<file path="src/rtl/core/mwem_pkg.sv">
// ----------------------------------------------------------------------------
// mwem_pkg
// Types and constants shared by the Microwire EEPROM master modules.
// ----------------------------------------------------------------------------
package mwem_pkg;

    localparam int ADDR_W   = 10;
    localparam int DATA_W   = 16;
    localparam int PREFIX_W = 3;
    localparam int SHORT_OP_W = PREFIX_W + 2;

    // Frame lengths in bit clocks.
    localparam int LONG_LEN  = PREFIX_W + ADDR_W + DATA_W;
    localparam int SHORT_LEN = PREFIX_W + ADDR_W;
    localparam int BITS_W    = $clog2(LONG_LEN + 1);

    localparam logic [PREFIX_W-1:0]   OP_READ  = 3'h6;
    localparam logic [PREFIX_W-1:0]   OP_WRITE = 3'h5;
    localparam logic [SHORT_OP_W-1:0] OP_EWEN  = 5'h13;
    localparam logic [SHORT_OP_W-1:0] OP_EWDS  = 5'h10;

    // Short frames are held left aligned in the shift register.
    localparam logic [LONG_LEN-1:0] FRAME_EWEN = {OP_EWEN, {(LONG_LEN - SHORT_OP_W){1'b0}}};
    localparam logic [LONG_LEN-1:0] FRAME_EWDS = {OP_EWDS, {(LONG_LEN - SHORT_OP_W){1'b0}}};

    localparam logic [15:0] POLL_LIMIT_RST = 16'd1000;

    // Input mode codes.
    localparam logic [2:0] MODE_CLOCK = 3'd0;
    localparam logic [2:0] MODE_READ  = 3'd1;
    localparam logic [2:0] MODE_WRITE = 3'd2;
    localparam logic [2:0] MODE_EWEN  = 3'd3;
    localparam logic [2:0] MODE_EWDS  = 3'd4;

    // Command classes passed from the front to the back.
    localparam logic [2:0] CMD_NONE  = 3'd0;
    localparam logic [2:0] CMD_READ  = 3'd1;
    localparam logic [2:0] CMD_WRITE = 3'd2;
    localparam logic [2:0] CMD_EWEN  = 3'd3;
    localparam logic [2:0] CMD_EWDS  = 3'd4;

    // Result status codes.
    localparam logic [1:0] ST_OK      = 2'd0;
    localparam logic [1:0] ST_DUMMY   = 2'd1;
    localparam logic [1:0] ST_TIMEOUT = 2'd2;
    localparam logic [1:0] ST_BUSY    = 2'd3;

    typedef struct packed {
        logic [2:0]        mode;
        logic [ADDR_W-1:0] address;
        logic [DATA_W-1:0] write_data;
        logic              miso;
    } t_in_item;

    typedef struct packed {
        logic              chip_select;
        logic              mosi;
        logic              busy_res;
        logic              done_res;
        logic [DATA_W-1:0] read_data;
        logic [1:0]        status;
    } t_out_item;

    typedef struct packed {
        logic [2:0]        cmd;
        logic [ADDR_W-1:0] address;
        logic [DATA_W-1:0] write_data;
        logic              miso;
    } t_cmd;

endpackage

</file>
<file path="src/rtl/core/microwire_eeprom_master.sv">
// ----------------------------------------------------------------------------
// microwire_eeprom_master
// Microwire serial EEPROM master, one serial bit clock per transfer.
// ----------------------------------------------------------------------------
// Each input transfer is one bit clock and yields one result transfer with
// chip select, data-in and status for that clock. The block sustains one
// transfer per clock cycle unless the output stalls: a classified item passes
// through a queue of QUEUE_DEPTH entries to the sequencer, which updates its
// frame state and loads the output register in the same cycle. The input stays
// ready while the queue has room, so the output side may stall for QUEUE_DEPTH
// transfers before the input is held off. The user must write the poll limit
// through the configuration port only while no command sequence is in flight;
// the block itself does not enforce this.
module microwire_eeprom_master #(
    parameter int QUEUE_DEPTH = 2
) (
    input  logic                i_clk,
    input  logic                i_rst_n,
    input  logic                i_cfg_we,
    input  logic [15:0]         i_cfg_wdata,
    input  logic                i_in_valid,
    output logic                o_in_ready,
    input  mwem_pkg::t_in_item  i_in_data,
    output logic                o_out_valid,
    input  logic                i_out_ready,
    output mwem_pkg::t_out_item o_out_data
);

    logic [15:0]    r_poll_limit;
    mwem_pkg::t_cmd cls_cmd;
    mwem_pkg::t_cmd head_cmd;
    logic           head_valid;
    logic           head_pop;

    always_ff @(posedge i_clk) begin
        if (!i_rst_n) begin
            r_poll_limit <= mwem_pkg::POLL_LIMIT_RST;
        end else if (i_cfg_we) begin
            r_poll_limit <= i_cfg_wdata;
        end
    end

    mwem_front u_front (
        .i_item (i_in_data),
        .o_cmd  (cls_cmd)
    );

    mwem_queue #(
        .QUEUE_DEPTH (QUEUE_DEPTH)
    ) u_queue (
        .i_clk        (i_clk),
        .i_rst_n      (i_rst_n),
        .i_push_valid (i_in_valid),
        .o_push_ready (o_in_ready),
        .i_push_data  (cls_cmd),
        .o_head_valid (head_valid),
        .o_head_data  (head_cmd),
        .i_pop        (head_pop)
    );

    mwem_back u_back (
        .i_clk        (i_clk),
        .i_rst_n      (i_rst_n),
        .i_poll_limit (r_poll_limit),
        .i_cmd_valid  (head_valid),
        .i_cmd        (head_cmd),
        .o_cmd_pop    (head_pop),
        .o_out_valid  (o_out_valid),
        .i_out_ready  (i_out_ready),
        .o_out_data   (o_out_data)
    );

    // A full queue can only occur while items wait for the sequencer.
    a_full_has_head: assert property (@(posedge i_clk) disable iff (!i_rst_n)
        !o_in_ready |-> head_valid)
        else $error("queue full without a head item");

    // Chip select and completion only appear inside a command sequence.
    a_cs_in_seq: assert property (@(posedge i_clk) disable iff (!i_rst_n)
        o_out_valid && (o_out_data.chip_select || o_out_data.done_res)
            |-> o_out_data.busy_res)
        else $error("chip select or done outside a sequence");

    // Read data is shown only on the finishing clock.
    a_rdata_on_done: assert property (@(posedge i_clk) disable iff (!i_rst_n)
        o_out_valid && !o_out_data.done_res |-> o_out_data.read_data == '0)
        else $error("read data outside the finishing clock");

    // The sequencer only takes an item when the output register can hold it.
    a_pop_safe: assert property (@(posedge i_clk) disable iff (!i_rst_n)
        head_pop |-> head_valid && (!o_out_valid || i_out_ready))
        else $error("sequencer took an item it cannot deliver");

endmodule

</file>
<file path="src/rtl/core/mwem_front.sv">
// ----------------------------------------------------------------------------
// mwem_front
// Classifies an incoming bit-clock item into a command class.
// ----------------------------------------------------------------------------
module mwem_front (
    input  mwem_pkg::t_in_item i_item,
    output mwem_pkg::t_cmd     o_cmd
);

    always_comb begin
        o_cmd.address    = i_item.address;
        o_cmd.write_data = i_item.write_data;
        o_cmd.miso       = i_item.miso;
        unique case (i_item.mode)
            mwem_pkg::MODE_READ:  o_cmd.cmd = mwem_pkg::CMD_READ;
            mwem_pkg::MODE_WRITE: o_cmd.cmd = mwem_pkg::CMD_WRITE;
            mwem_pkg::MODE_EWEN:  o_cmd.cmd = mwem_pkg::CMD_EWEN;
            mwem_pkg::MODE_EWDS:  o_cmd.cmd = mwem_pkg::CMD_EWDS;
            // Plain bit clock and the unused codes start nothing.
            default:              o_cmd.cmd = mwem_pkg::CMD_NONE;
        endcase
    end

endmodule

</file>
<file path="src/rtl/core/mwem_queue.sv">
// ----------------------------------------------------------------------------
// mwem_queue
// Short first-in first-out queue of classified items between front and back.
// ----------------------------------------------------------------------------
module mwem_queue #(
    parameter int QUEUE_DEPTH = 2
) (
    input  logic            i_clk,
    input  logic            i_rst_n,
    input  logic            i_push_valid,
    output logic            o_push_ready,
    input  mwem_pkg::t_cmd  i_push_data,
    output logic            o_head_valid,
    output mwem_pkg::t_cmd  o_head_data,
    input  logic            i_pop
);

    localparam int PTR_W = (QUEUE_DEPTH > 1) ? $clog2(QUEUE_DEPTH) : 1;
    localparam int CNT_W = $clog2(QUEUE_DEPTH + 1);
    localparam logic [PTR_W-1:0] PTR_LAST = PTR_W'(QUEUE_DEPTH - 1);
    localparam logic [CNT_W-1:0] CNT_FULL = CNT_W'(QUEUE_DEPTH);

    mwem_pkg::t_cmd   r_mem [QUEUE_DEPTH];
    logic [PTR_W-1:0] r_wr_ptr;
    logic [PTR_W-1:0] r_rd_ptr;
    logic [CNT_W-1:0] r_count;
    logic [PTR_W-1:0] n_wr_ptr;
    logic [PTR_W-1:0] n_rd_ptr;
    logic [CNT_W-1:0] n_count;
    logic             push;
    logic             pop;

    assign o_push_ready = (r_count != CNT_FULL);
    assign o_head_valid = (r_count != '0);
    assign o_head_data  = r_mem[r_rd_ptr];
    assign push         = i_push_valid && o_push_ready;
    assign pop          = i_pop && o_head_valid;

    always_comb begin
        n_wr_ptr = r_wr_ptr;
        n_rd_ptr = r_rd_ptr;
        n_count  = r_count;
        if (push) begin
            n_wr_ptr = (r_wr_ptr == PTR_LAST) ? '0 : r_wr_ptr + PTR_W'(1);
        end
        if (pop) begin
            n_rd_ptr = (r_rd_ptr == PTR_LAST) ? '0 : r_rd_ptr + PTR_W'(1);
        end
        if (push && !pop) begin
            n_count = r_count + CNT_W'(1);
        end else if (pop && !push) begin
            n_count = r_count - CNT_W'(1);
        end
    end

    always_ff @(posedge i_clk) begin
        if (!i_rst_n) begin
            r_wr_ptr <= '0;
            r_rd_ptr <= '0;
            r_count  <= '0;
        end else begin
            r_wr_ptr <= n_wr_ptr;
            r_rd_ptr <= n_rd_ptr;
            r_count  <= n_count;
        end
    end

    always_ff @(posedge i_clk) begin
        if (push) begin
            r_mem[r_wr_ptr] <= i_push_data;
        end
    end

endmodule

</file>
<file path="src/rtl/core/mwem_back.sv">
// ----------------------------------------------------------------------------
// mwem_back
// Command sequencer: drives the serial frames one bit clock per item and
// holds each result in an output register.
// ----------------------------------------------------------------------------
module mwem_back (
    input  logic                i_clk,
    input  logic                i_rst_n,
    input  logic [15:0]         i_poll_limit,
    input  logic                i_cmd_valid,
    input  mwem_pkg::t_cmd      i_cmd,
    output logic                o_cmd_pop,
    output logic                o_out_valid,
    input  logic                i_out_ready,
    output mwem_pkg::t_out_item o_out_data
);

    localparam logic [3:0] PH_IDLE    = 4'd0;
    localparam logic [3:0] PH_RD      = 4'd1;
    localparam logic [3:0] PH_RD_OFF  = 4'd2;
    localparam logic [3:0] PH_EN      = 4'd3;
    localparam logic [3:0] PH_EN_OFF  = 4'd4;
    localparam logic [3:0] PH_WEN     = 4'd5;
    localparam logic [3:0] PH_WEN_OFF = 4'd6;
    localparam logic [3:0] PH_WR      = 4'd7;
    localparam logic [3:0] PH_POLL    = 4'd8;
    localparam logic [3:0] PH_TO_BIT  = 4'd9;
    localparam logic [3:0] PH_TO_OFF  = 4'd10;
    localparam logic [3:0] PH_DS      = 4'd11;
    localparam logic [3:0] PH_DS_OFF  = 4'd12;

    localparam int LONG_LEN = mwem_pkg::LONG_LEN;
    localparam int DATA_W   = mwem_pkg::DATA_W;
    localparam int BITS_W   = mwem_pkg::BITS_W;

    logic [3:0]          r_phase;
    logic [LONG_LEN-1:0] r_shift;
    logic [LONG_LEN-1:0] r_pend;
    logic [BITS_W-1:0]   r_bits;
    logic [DATA_W:0]     r_cap;
    logic [15:0]         r_poll;
    logic [1:0]          r_sst;
    logic                r_out_valid;
    mwem_pkg::t_out_item r_out;

    logic [3:0]          n_phase;
    logic [LONG_LEN-1:0] n_shift;
    logic [LONG_LEN-1:0] n_pend;
    logic [BITS_W-1:0]   n_bits;
    logic [DATA_W:0]     n_cap;
    logic [15:0]         n_poll;
    logic [1:0]          n_sst;
    mwem_pkg::t_out_item n_out;

    logic                fire;
    logic [15:0]         poll_inc;

    // A new item is worked whenever the output register is free or draining.
    assign fire        = i_cmd_valid && (!r_out_valid || i_out_ready);
    assign o_cmd_pop   = fire;
    assign o_out_valid = r_out_valid;
    assign o_out_data  = r_out;
    assign poll_inc    = r_poll + 16'd1;

    always_comb begin
        logic [3:0]          ph;
        logic [LONG_LEN-1:0] sh;
        logic [BITS_W-1:0]   bits;
        logic                rejected;

        ph       = r_phase;
        sh       = r_shift;
        bits     = r_bits;
        rejected = 1'b0;
        n_pend   = r_pend;
        n_poll   = r_poll;
        n_sst    = r_sst;
        n_cap    = r_cap;
        n_out    = '0;

        // Command start: the accepting bit clock already drives the first bit.
        if (r_phase == PH_IDLE) begin
            unique case (i_cmd.cmd)
                mwem_pkg::CMD_READ: begin
                    ph    = PH_RD;
                    sh    = {mwem_pkg::OP_READ, i_cmd.address, {DATA_W{1'b0}}};
                    bits  = BITS_W'(mwem_pkg::LONG_LEN);
                    n_sst = mwem_pkg::ST_OK;
                end
                mwem_pkg::CMD_WRITE: begin
                    ph     = PH_WEN;
                    sh     = mwem_pkg::FRAME_EWEN;
                    bits   = BITS_W'(mwem_pkg::SHORT_LEN);
                    n_pend = {mwem_pkg::OP_WRITE, i_cmd.address, i_cmd.write_data};
                    n_poll = '0;
                    n_sst  = mwem_pkg::ST_OK;
                end
                mwem_pkg::CMD_EWEN: begin
                    ph    = PH_EN;
                    sh    = mwem_pkg::FRAME_EWEN;
                    bits  = BITS_W'(mwem_pkg::SHORT_LEN);
                    n_sst = mwem_pkg::ST_OK;
                end
                mwem_pkg::CMD_EWDS: begin
                    ph    = PH_DS;
                    sh    = mwem_pkg::FRAME_EWDS;
                    bits  = BITS_W'(mwem_pkg::SHORT_LEN);
                    n_sst = mwem_pkg::ST_OK;
                end
                default: begin
                end
            endcase
        end else begin
            rejected = (i_cmd.cmd != mwem_pkg::CMD_NONE);
        end

        n_phase         = ph;
        n_shift         = sh;
        n_bits          = bits;
        n_out.busy_res  = 1'b1;

        unique case (ph)
            PH_RD, PH_EN, PH_WEN, PH_WR, PH_DS: begin
                n_out.chip_select = 1'b1;
                n_out.mosi        = sh[LONG_LEN-1];
                n_shift           = {sh[LONG_LEN-2:0], 1'b0};
                n_cap             = {r_cap[DATA_W-1:0], i_cmd.miso};
                n_bits            = bits - BITS_W'(1);
                if (bits == BITS_W'(1)) begin
                    unique case (ph)
                        PH_RD:   n_phase = PH_RD_OFF;
                        PH_EN:   n_phase = PH_EN_OFF;
                        PH_WEN:  n_phase = PH_WEN_OFF;
                        PH_DS:   n_phase = PH_DS_OFF;
                        default: begin
                            n_phase = PH_POLL;
                            n_poll  = '0;
                        end
                    endcase
                end
            end
            PH_RD_OFF: begin
                n_out.done_res  = 1'b1;
                n_out.read_data = r_cap[DATA_W-1:0];
                // The dummy bit was sampled during the last address bit.
                n_out.status    = r_cap[DATA_W] ? mwem_pkg::ST_DUMMY : mwem_pkg::ST_OK;
                n_phase         = PH_IDLE;
            end
            PH_EN_OFF, PH_DS_OFF: begin
                n_out.done_res = 1'b1;
                n_out.status   = r_sst;
                n_phase        = PH_IDLE;
            end
            PH_WEN_OFF: begin
                n_shift = r_pend;
                n_bits  = BITS_W'(mwem_pkg::LONG_LEN);
                n_phase = PH_WR;
            end
            PH_POLL: begin
                n_out.chip_select = 1'b1;
                if (i_cmd.miso) begin
                    n_phase = PH_DS;
                    n_shift = mwem_pkg::FRAME_EWDS;
                    n_bits  = BITS_W'(mwem_pkg::SHORT_LEN);
                end else begin
                    n_poll = poll_inc;
                    // A limit of zero acts as one; a wrapped count also ends the poll.
                    if (poll_inc >= i_poll_limit || poll_inc == '0) begin
                        n_sst   = mwem_pkg::ST_TIMEOUT;
                        n_phase = PH_TO_BIT;
                    end
                end
            end
            PH_TO_BIT: begin
                n_out.chip_select = 1'b1;
                n_phase           = PH_TO_OFF;
            end
            PH_TO_OFF: begin
                n_phase = PH_DS;
                n_shift = mwem_pkg::FRAME_EWDS;
                n_bits  = BITS_W'(mwem_pkg::SHORT_LEN);
            end
            default: begin
                n_phase        = PH_IDLE;
                n_out.busy_res = 1'b0;
            end
        endcase

        if (rejected && !n_out.done_res) begin
            n_out.status = mwem_pkg::ST_BUSY;
        end
    end

    always_ff @(posedge i_clk) begin
        if (!i_rst_n) begin
            r_phase     <= PH_IDLE;
            r_shift     <= '0;
            r_bits      <= '0;
            r_poll      <= '0;
            r_cap       <= '0;
            r_sst       <= mwem_pkg::ST_OK;
            r_out_valid <= 1'b0;
        end else if (fire) begin
            r_phase     <= n_phase;
            r_shift     <= n_shift;
            r_bits      <= n_bits;
            r_poll      <= n_poll;
            r_cap       <= n_cap;
            r_sst       <= n_sst;
            r_out_valid <= 1'b1;
        end else if (i_out_ready) begin
            r_out_valid <= 1'b0;
        end
    end

    always_ff @(posedge i_clk) begin
        if (fire) begin
            r_pend <= n_pend;
            r_out  <= n_out;
        end
    end

endmodule
</file>
<file path="config.mk">
export PLATFORM = sky130hd
export DESIGN_NAME = microwire_eeprom_master
export DESIGN_NICKNAME = d
export VERILOG_FILES = /design/src/rtl/core/mwem_pkg.sv /design/src/rtl/core/microwire_eeprom_master.sv /design/src/rtl/core/mwem_front.sv /design/src/rtl/core/mwem_queue.sv /design/src/rtl/core/mwem_back.sv
export SDC_FILE = /design/constraint.sdc
export NUM_CORES = 1
export LEC_CHECK = 0
export ABC_AREA = 1
export BUFFER_PORTS_ARGS = -buffer_cell sky130_fd_sc_hd__buf_2
export CAP_MARGIN = 15
export CORE_ASPECT_RATIO = 2
export CORE_MARGIN = 3
export CORE_UTILIZATION = 55
export CTS_CLUSTER_DIAMETER = 50
export DETAILED_ROUTE_END_ITERATION = 8
export GPL_TIMING_DRIVEN = 0
export PLACE_DENSITY_LB_ADDON = 0.15
export SLEW_MARGIN = 20
export SYNTH_ARGS = -nofsm -noshare
export SYNTH_HDL_FRONTEND = slang
export SYNTH_SLANG_ARGS = --single-unit
</file>
<file path="constraint.sdc">
create_clock -name i_clk -period 3.7 [get_ports i_clk]
set_clock_uncertainty 0.1 [all_clocks]
set_input_delay 0.74 -clock i_clk [delete_from_list [all_inputs] [get_ports i_clk]]
set_output_delay 0.74 -clock i_clk [all_outputs]
set_load 0.05 [all_outputs]
</file>
==> results of run 1 <==
worst paths after layout:
path / startpoint / endpoint / depth (start not counted)
worst max-delay path: flip-flop / u_back.r_poll[14] / 21
worst min-delay path: i_in_data[24] / u_queue.r_mem[1][24] / 1
worst max register to register: flip-flop / u_back.r_poll[14] / 21
worst min register to register: u_queue.r_rd_ptr / u_queue.r_rd_ptr / 1
layout by cell type, fill, tap and decap left out, types with 3 or more instances in the layout:
cell type   count
a22oi_1         3
nor2_4          6
nand2_1       319
nand2_2         8
clkinv_1        3
buf_6           5
nand3_1        46
clkbuf_1       34
buf_4           3
bufinv_16       3
inv_1         132
o21ai_1        14
nand4_1         5
nand2_4         3
o21ai_0       137
and2_1          5
a21oi_1       107
ha_1           21
nand3_2         3
or2_2           4
nor2_1        129
buf_1           3
dfxtp_1        95
edfxtp_1      108
buf_2          84
inv_2           7
clkinvlp_4      4
clkbuf_16      19
registers in the layout, summed over array words and instances (netlist names), named ones only:
signal / count
r_poll_limit: 16
u_back.o_out_data: 22
u_back.o_out_valid: 1
u_back.r_bits: 5
u_back.r_cap: 17
u_back.r_pend: 26
u_back.r_phase: 4
u_back.r_poll: 16
u_back.r_shift: 29
u_back.r_sst: 2
u_queue.r_count: 2
u_queue.r_mem: 60
u_queue.r_rd_ptr: 1
u_queue.r_wr_ptr: 1
through the flow:
step | setup TNS, ns | setup WS, ns | std cells | area, um2 | hold WS, ns
after global placement | -12.60 | -0.488 | 1513 | 10500 | 0.339
after floorplan | 0 | 0.541 | 1229 | 9830 | 0.324
after global routing | 0 | 0.0426 | 1548 | 11200 | 0.329
after CTS | 0 | 0.199 | 1548 | 11200 | 0.326
final | 0 | 0.281 | 1548 | 11200 | 0.334
after detailed placement | 0 | 0.231 | 1515 | 10500 | 0.349
worst register-to-register path: stages, from the launching register on:
cell and delay [ns]:
dfxtp_1 0.39, inv_2 0.08, buf_6 0.15, nand2_4 0.06, nand2_4 0.06, nor2_4 0.13
nand2_1 0.11, nand3_2 0.16, buf_2 0.25, clkbuf_4 0.26, nand2_1 0.11, ha_1 0.21
nand2_1 0.09, nor2_1 0.06, nand2_1 0.20, inv_1 0.11, nand3_1 0.15, nand2_1 0.09
nand2_2 0.17, buf_4 0.22, nand2_1 0.07, a21oi_1 0.12
logic make-up (layout without fill, tap and decap cells):
logic type | Yosys count | after routing | share of synthesized area (%)
xor+xnor | 2 | 2 | 0.178
mux | 1 | 1 | 0.115
buf+inv | 196 | 305 | 8.12
fa+ha+maj | 21 | 21 | 2.67
compound gates | 270 | 270 | 14.0
flops | 203 | 203 | 52.3
simple gates | 536 | 536 | 22.6
final cells by class:
type                       count  share of cell area [%]
sequential                   203                    46.1
multi-input combinational    830                    35.0
inverter                     142                    4.77
clock buffer                  22                    4.36
timing repair buffer          76                    3.68
buffer                        54                    2.41
tap                          210                    2.35
clock inverter                11                    1.32
where the power goes:
part           total, mW  switching (mW)  leakage [nW]  internal (mW)
logic               6.08            4.30          2.82           1.77
clock network       2.01           0.843         0.297           1.16
registers           3.40           0.304          1.80           3.10
per-layer routing:
layer  up-vias  GRT usage [%]  wire length [um]
met5         -              0                 0
li1       4215              -                 -
met1      3704           22.5              7870
met4         0           13.7              1410
met2       210           45.4             12500
met3        79           3.04              1020
==> impl_metrics.toml, run 1 <==
[yosys]
synth_fp_nets = 1301
synth_edf_count = 108
synth_cell_types = 39
syn-instance-count = 1229
synth_area_leaders = "edfxtp_1 33%, dfxtp_1 19%, nand2_1 12%"
synth_top_area_share_pct = 33.0
synthArstFlopShare_pct = 0
synth_area_per_cell_um2 = 8.00
synth_seq_cells = 203
synthesis.area_um2 = 9830
ys_top_cells_by_count = "319 x nand2_1, 137 x o21ai_0, 132 x inv_1, 132 x nor2_1, 108 x edfxtp_1"
synth_seq_area_share_pct = 52.3
ys_warn_count = 0
yosys.cell_count.top_type = "nand2_1"
synth_ff_type = "edfxtp_1"
synth_top_area_cell = "edfxtp_1"

[timing]
fin_crit_ns = 3.42
finalCritPeriodShare_pct = 92.4
max_freq_ghz = 0.292
finalHoldViolCount = 0
slew_headroom_pct = 48.3
slew_viol_final = 0
worstMarginPinSlew_ns = 0.775
setup_viol = 0
rsz0062_at_grt = "false"

[cts]
clk_pin_slew_worst_paths_ns = 0.07
clock_latency_ns = 0.50
cts-root-buf = "clkbuf_16"
cts_setup_buffers = 0
cts_hold_buf = 0
cts_buffer_depth = 3
cts_tree = "built"
cts_sinks = 203
cts_buffers = 19
cts_resized = 0
h-tree-depth = 1

[drt]
via_count = 8208
drt_iter0_markers = 329
post_drt_wl_per_cell_um = 14.7
finalWirelength_mm = 22.8
drc = 0
detail-route-antenna-nets = 0
first_pass_iters = 5
viasPerCell = 5.30

[status]
status = "completed"

[worst_setup_path]
start_kind = "flip-flop"
worstPathArrival_ns = 3.75
cp_top_family = "simple AND/OR/NAND/NOR gates"
slowest_stage = "dfxtp_1"
critical_path.most_common_cell = "nand2_1"
cp.buffers_inverters = 6
required_ns = 4.03
criticalPathCategory = "flip-flop to flip-flop"
crit_chain = "inv_2, buf_6, nand2_4, nand2_4, nor2_4, nand2_1, nand3_2, buf_2, clkbuf_4, nand2_1, ha_1, nand2_1, nor2_1, nand2_1, inv_1, nand3_1, nand2_1, nand2_2, buf_4, nand2_1, a21oi_1"
end_kind = "flip-flop"
cpPeakStageDelay_ns = 0.39
reg2reg_slack_ns = 0.28
worstPathMaxFanout = 10

[floorplanning]
ios = 75
num_rows = 68
initial_core_util_pct = 56.4
die_h_um = 195
die_x_um = 101
dieArea_um2 = 19600
core_area_um2 = 17400

[final_layout]
fill_cells = 1512
antenna_cells = 0
regArea_um2 = 5140
fin_util_pct = 64.0
layout.nets = 1398
multi_input_area_um2 = 3910
final_layout_size_suffix_gt1_share_pct = 12.1
synthToLayoutAreaGrowth_pct = 13.6

[grt]
grt_max_degree = 32
track_usage_pct = 23.4
grt_pass1_vias = 8114
grt-ovfl-total = 0
antenna_found_initial = 0
grt_pass1_wl_mm = 37.0

[placement]
place.gp.congestion = 0.932
portBuffers = 74
dpl.hpwl_mm = 17.2

[hold_path]
holdCritPathClass = "input pin to flip-flop"

[pwr]
p_per_area_nw_per_um2 = 1030
p_leak_nw = 4.92
finalPower_mw = 11.5
peakVddDrop_uv = 565

[run]
drv_cap = 0
No activity file was read; power rests on OpenSTA's default activity.
==> inputs of run 2 (changes only) <==
CORE_UTILIZATION = 54   (was 55)
clock period = 2.82 ns   (was 3.7 ns; I/O delays follow)
==> impl_metrics.toml, run 2 (same netlist as run 1, synthesis figures left out) <==
[drt]
via_count = 8363
wl_met1_mm = 8.12
drc = 0
wl_met2_mm = 13.2
detail-route-antenna-nets = 0
first_pass_iters = 5
drt_iter0_markers = 365
met3_length_mm = 1.03
finalWirelength_mm = 23.8
viasPerCell = 5.34
post_drt_wl_per_cell_um = 15.2
routed.top_layer = "met4"

[floorplanning]
num_rows = 69
ios = 75
die_x_um = 101
initial_core_util_pct = 55.3
die_h_um = 197
dieArea_um2 = 20000
core_area_um2 = 17800

[cts]
cts-root-buf = "clkbuf_16"
clk_pin_slew_worst_paths_ns = 0.07
cts_tree = "built"
h-tree-depth = 1
clock_latency_ns = 0.49
cts_buffers = 19
cts_buffer_depth = 3
cts_sinks = 203

[timing]
slew_viol_final = 0
fin_crit_ns = 2.68
worstMarginPinSlew_ns = 0.745
max_freq_ghz = 0.373
setup_viol = 0
finalCritPeriodShare_pct = 95.0
finalHoldViolCount = 0
slew_headroom_pct = 50.3

[grt]
grt_max_degree = 32
grt-ovfl-total = 0
grt_pass1_vias = 8204
grt_pass1_wl_mm = 37.8
antenna_found_initial = 0
track_usage_pct = 23.5

[placement]
dpl.hpwl_mm = 17.5
portBuffers = 74
place.gp.congestion = 0.923
place_area_um2 = 10500

[final_layout]
top_register = "u_queue.r_mem"
finalInstanceArea_um2 = 11500
layout.nets = 1412
fill_cells = 1564
antenna_cells = 0
final_common_cell = "nand2_1"
reg_top3 = "u_queue.r_mem: 60 flops, u_back.r_shift: 29 flops, u_back.r_pend: 26 flops"
largest_register_ffs = 60
layout_common_cells = "304 x nand2_1, 136 x o21ai_0, 129 x inv_1"
synthToLayoutAreaGrowth_pct = 16.9
final_layout_size_suffix_gt1_share_pct = 16.4

[worst_setup_path]
slowest_stage = "dfxtp_4"
criticalPathCategory = "flip-flop to flip-flop"
required_ns = 3.10
start_kind = "flip-flop"
end_kind = "flip-flop"
crit_chain = "inv_2, buf_8, nand2_4, nand2_4, inv_2, nand2_2, nand2_2, nand3_4, buf_8, buf_8, nand2_4, ha_1, nand2_1, nor2_2, nand2_2, inv_2, nand3_2, nand2_2, nand2_4, clkbuf_16, a21oi_2, nor2_1"
cpPeakStageDelay_ns = 0.37
cp_top_family = "simple AND/OR/NAND/NOR gates"
worstPathMaxFanout = 10
worstPathArrival_ns = 2.96
cp.buffers_inverters = 7

[status]
status = "completed"

[run]
drv_cap = 0

[hold_path]
holdCritPathClass = "input pin to flip-flop"
run 2: final timing paths:
check,to,from,slack [ns],depth (start not counted)
worst min-delay path,u_queue.r_mem[1][21],i_in_data[21],0.16,1
worst max-delay path,u_back.r_poll[8],flip-flop,0.14,22
worst max register to register,u_back.r_poll[8],flip-flop,0.14,22
worst min register to register,u_back.r_cap[16],u_back.r_cap[16],0.37,2
run 2: through the flow:
stage | hold slack, ns | setup WS (ns) | util (%) | cells | setup TNS, ns
after floorplan | 0.324 | 0.0679 | - | 1229 | 0
after global placement | 0.339 | -0.696 | 58.9 | 1516 | -64.56
after detailed placement | 0.353 | -0.612 | 59.2 | 1518 | -16.78
after CTS | 0.155 | 0.00191 | 63.0 | 1553 | 0
after global routing | 0.156 | -0.00738 | 64.6 | 1565 | -0.0117
final | 0.164 | 0.141 | 64.6 | 1565 | 0
run 2: area by class of cell:
| class | instances | area [um2] | area share [%] |
|---|---|---|---|
| Sequential cell | 203 | 5170 | 44.9 |
| Buffer | 54 | 304 | 2.64 |
| Clock buffer | 26 | 522 | 4.54 |
| Tap cell | 213 | 267 | 2.32 |
| Inverter | 142 | 533 | 4.64 |
| Clock inverter | 7 | 68.8 | 0.599 |
| Multi-Input combinational cell | 831 | 4090 | 35.6 |
| Timing Repair Buffer | 89 | 543 | 4.72 |
run 2: per-layer routing:
layer  vias to the layer above  global-route usage, %
li1                       4235                      -
met1                      3804                   22.6
met2                       237                   46.1
met3                        87                   2.76
met4                         0                   13.2
met5                         -                      0
run 2: timing repair:
action / in CTS / in global routing
buffers inserted: 2 / 9
hold buffers: 0 / 0
endpoints found under the hold margin: 0 / 0
gates resized for setup: 25 / 55
gates cloned: 0 / 3
pin swaps: 2 / 9
setup endpoints to repair: 48 / 79
Power of run 2 is left out: the tool's default activity adds up to more than one toggle a clock period on the data nets, which glitch-free logic cannot reach.
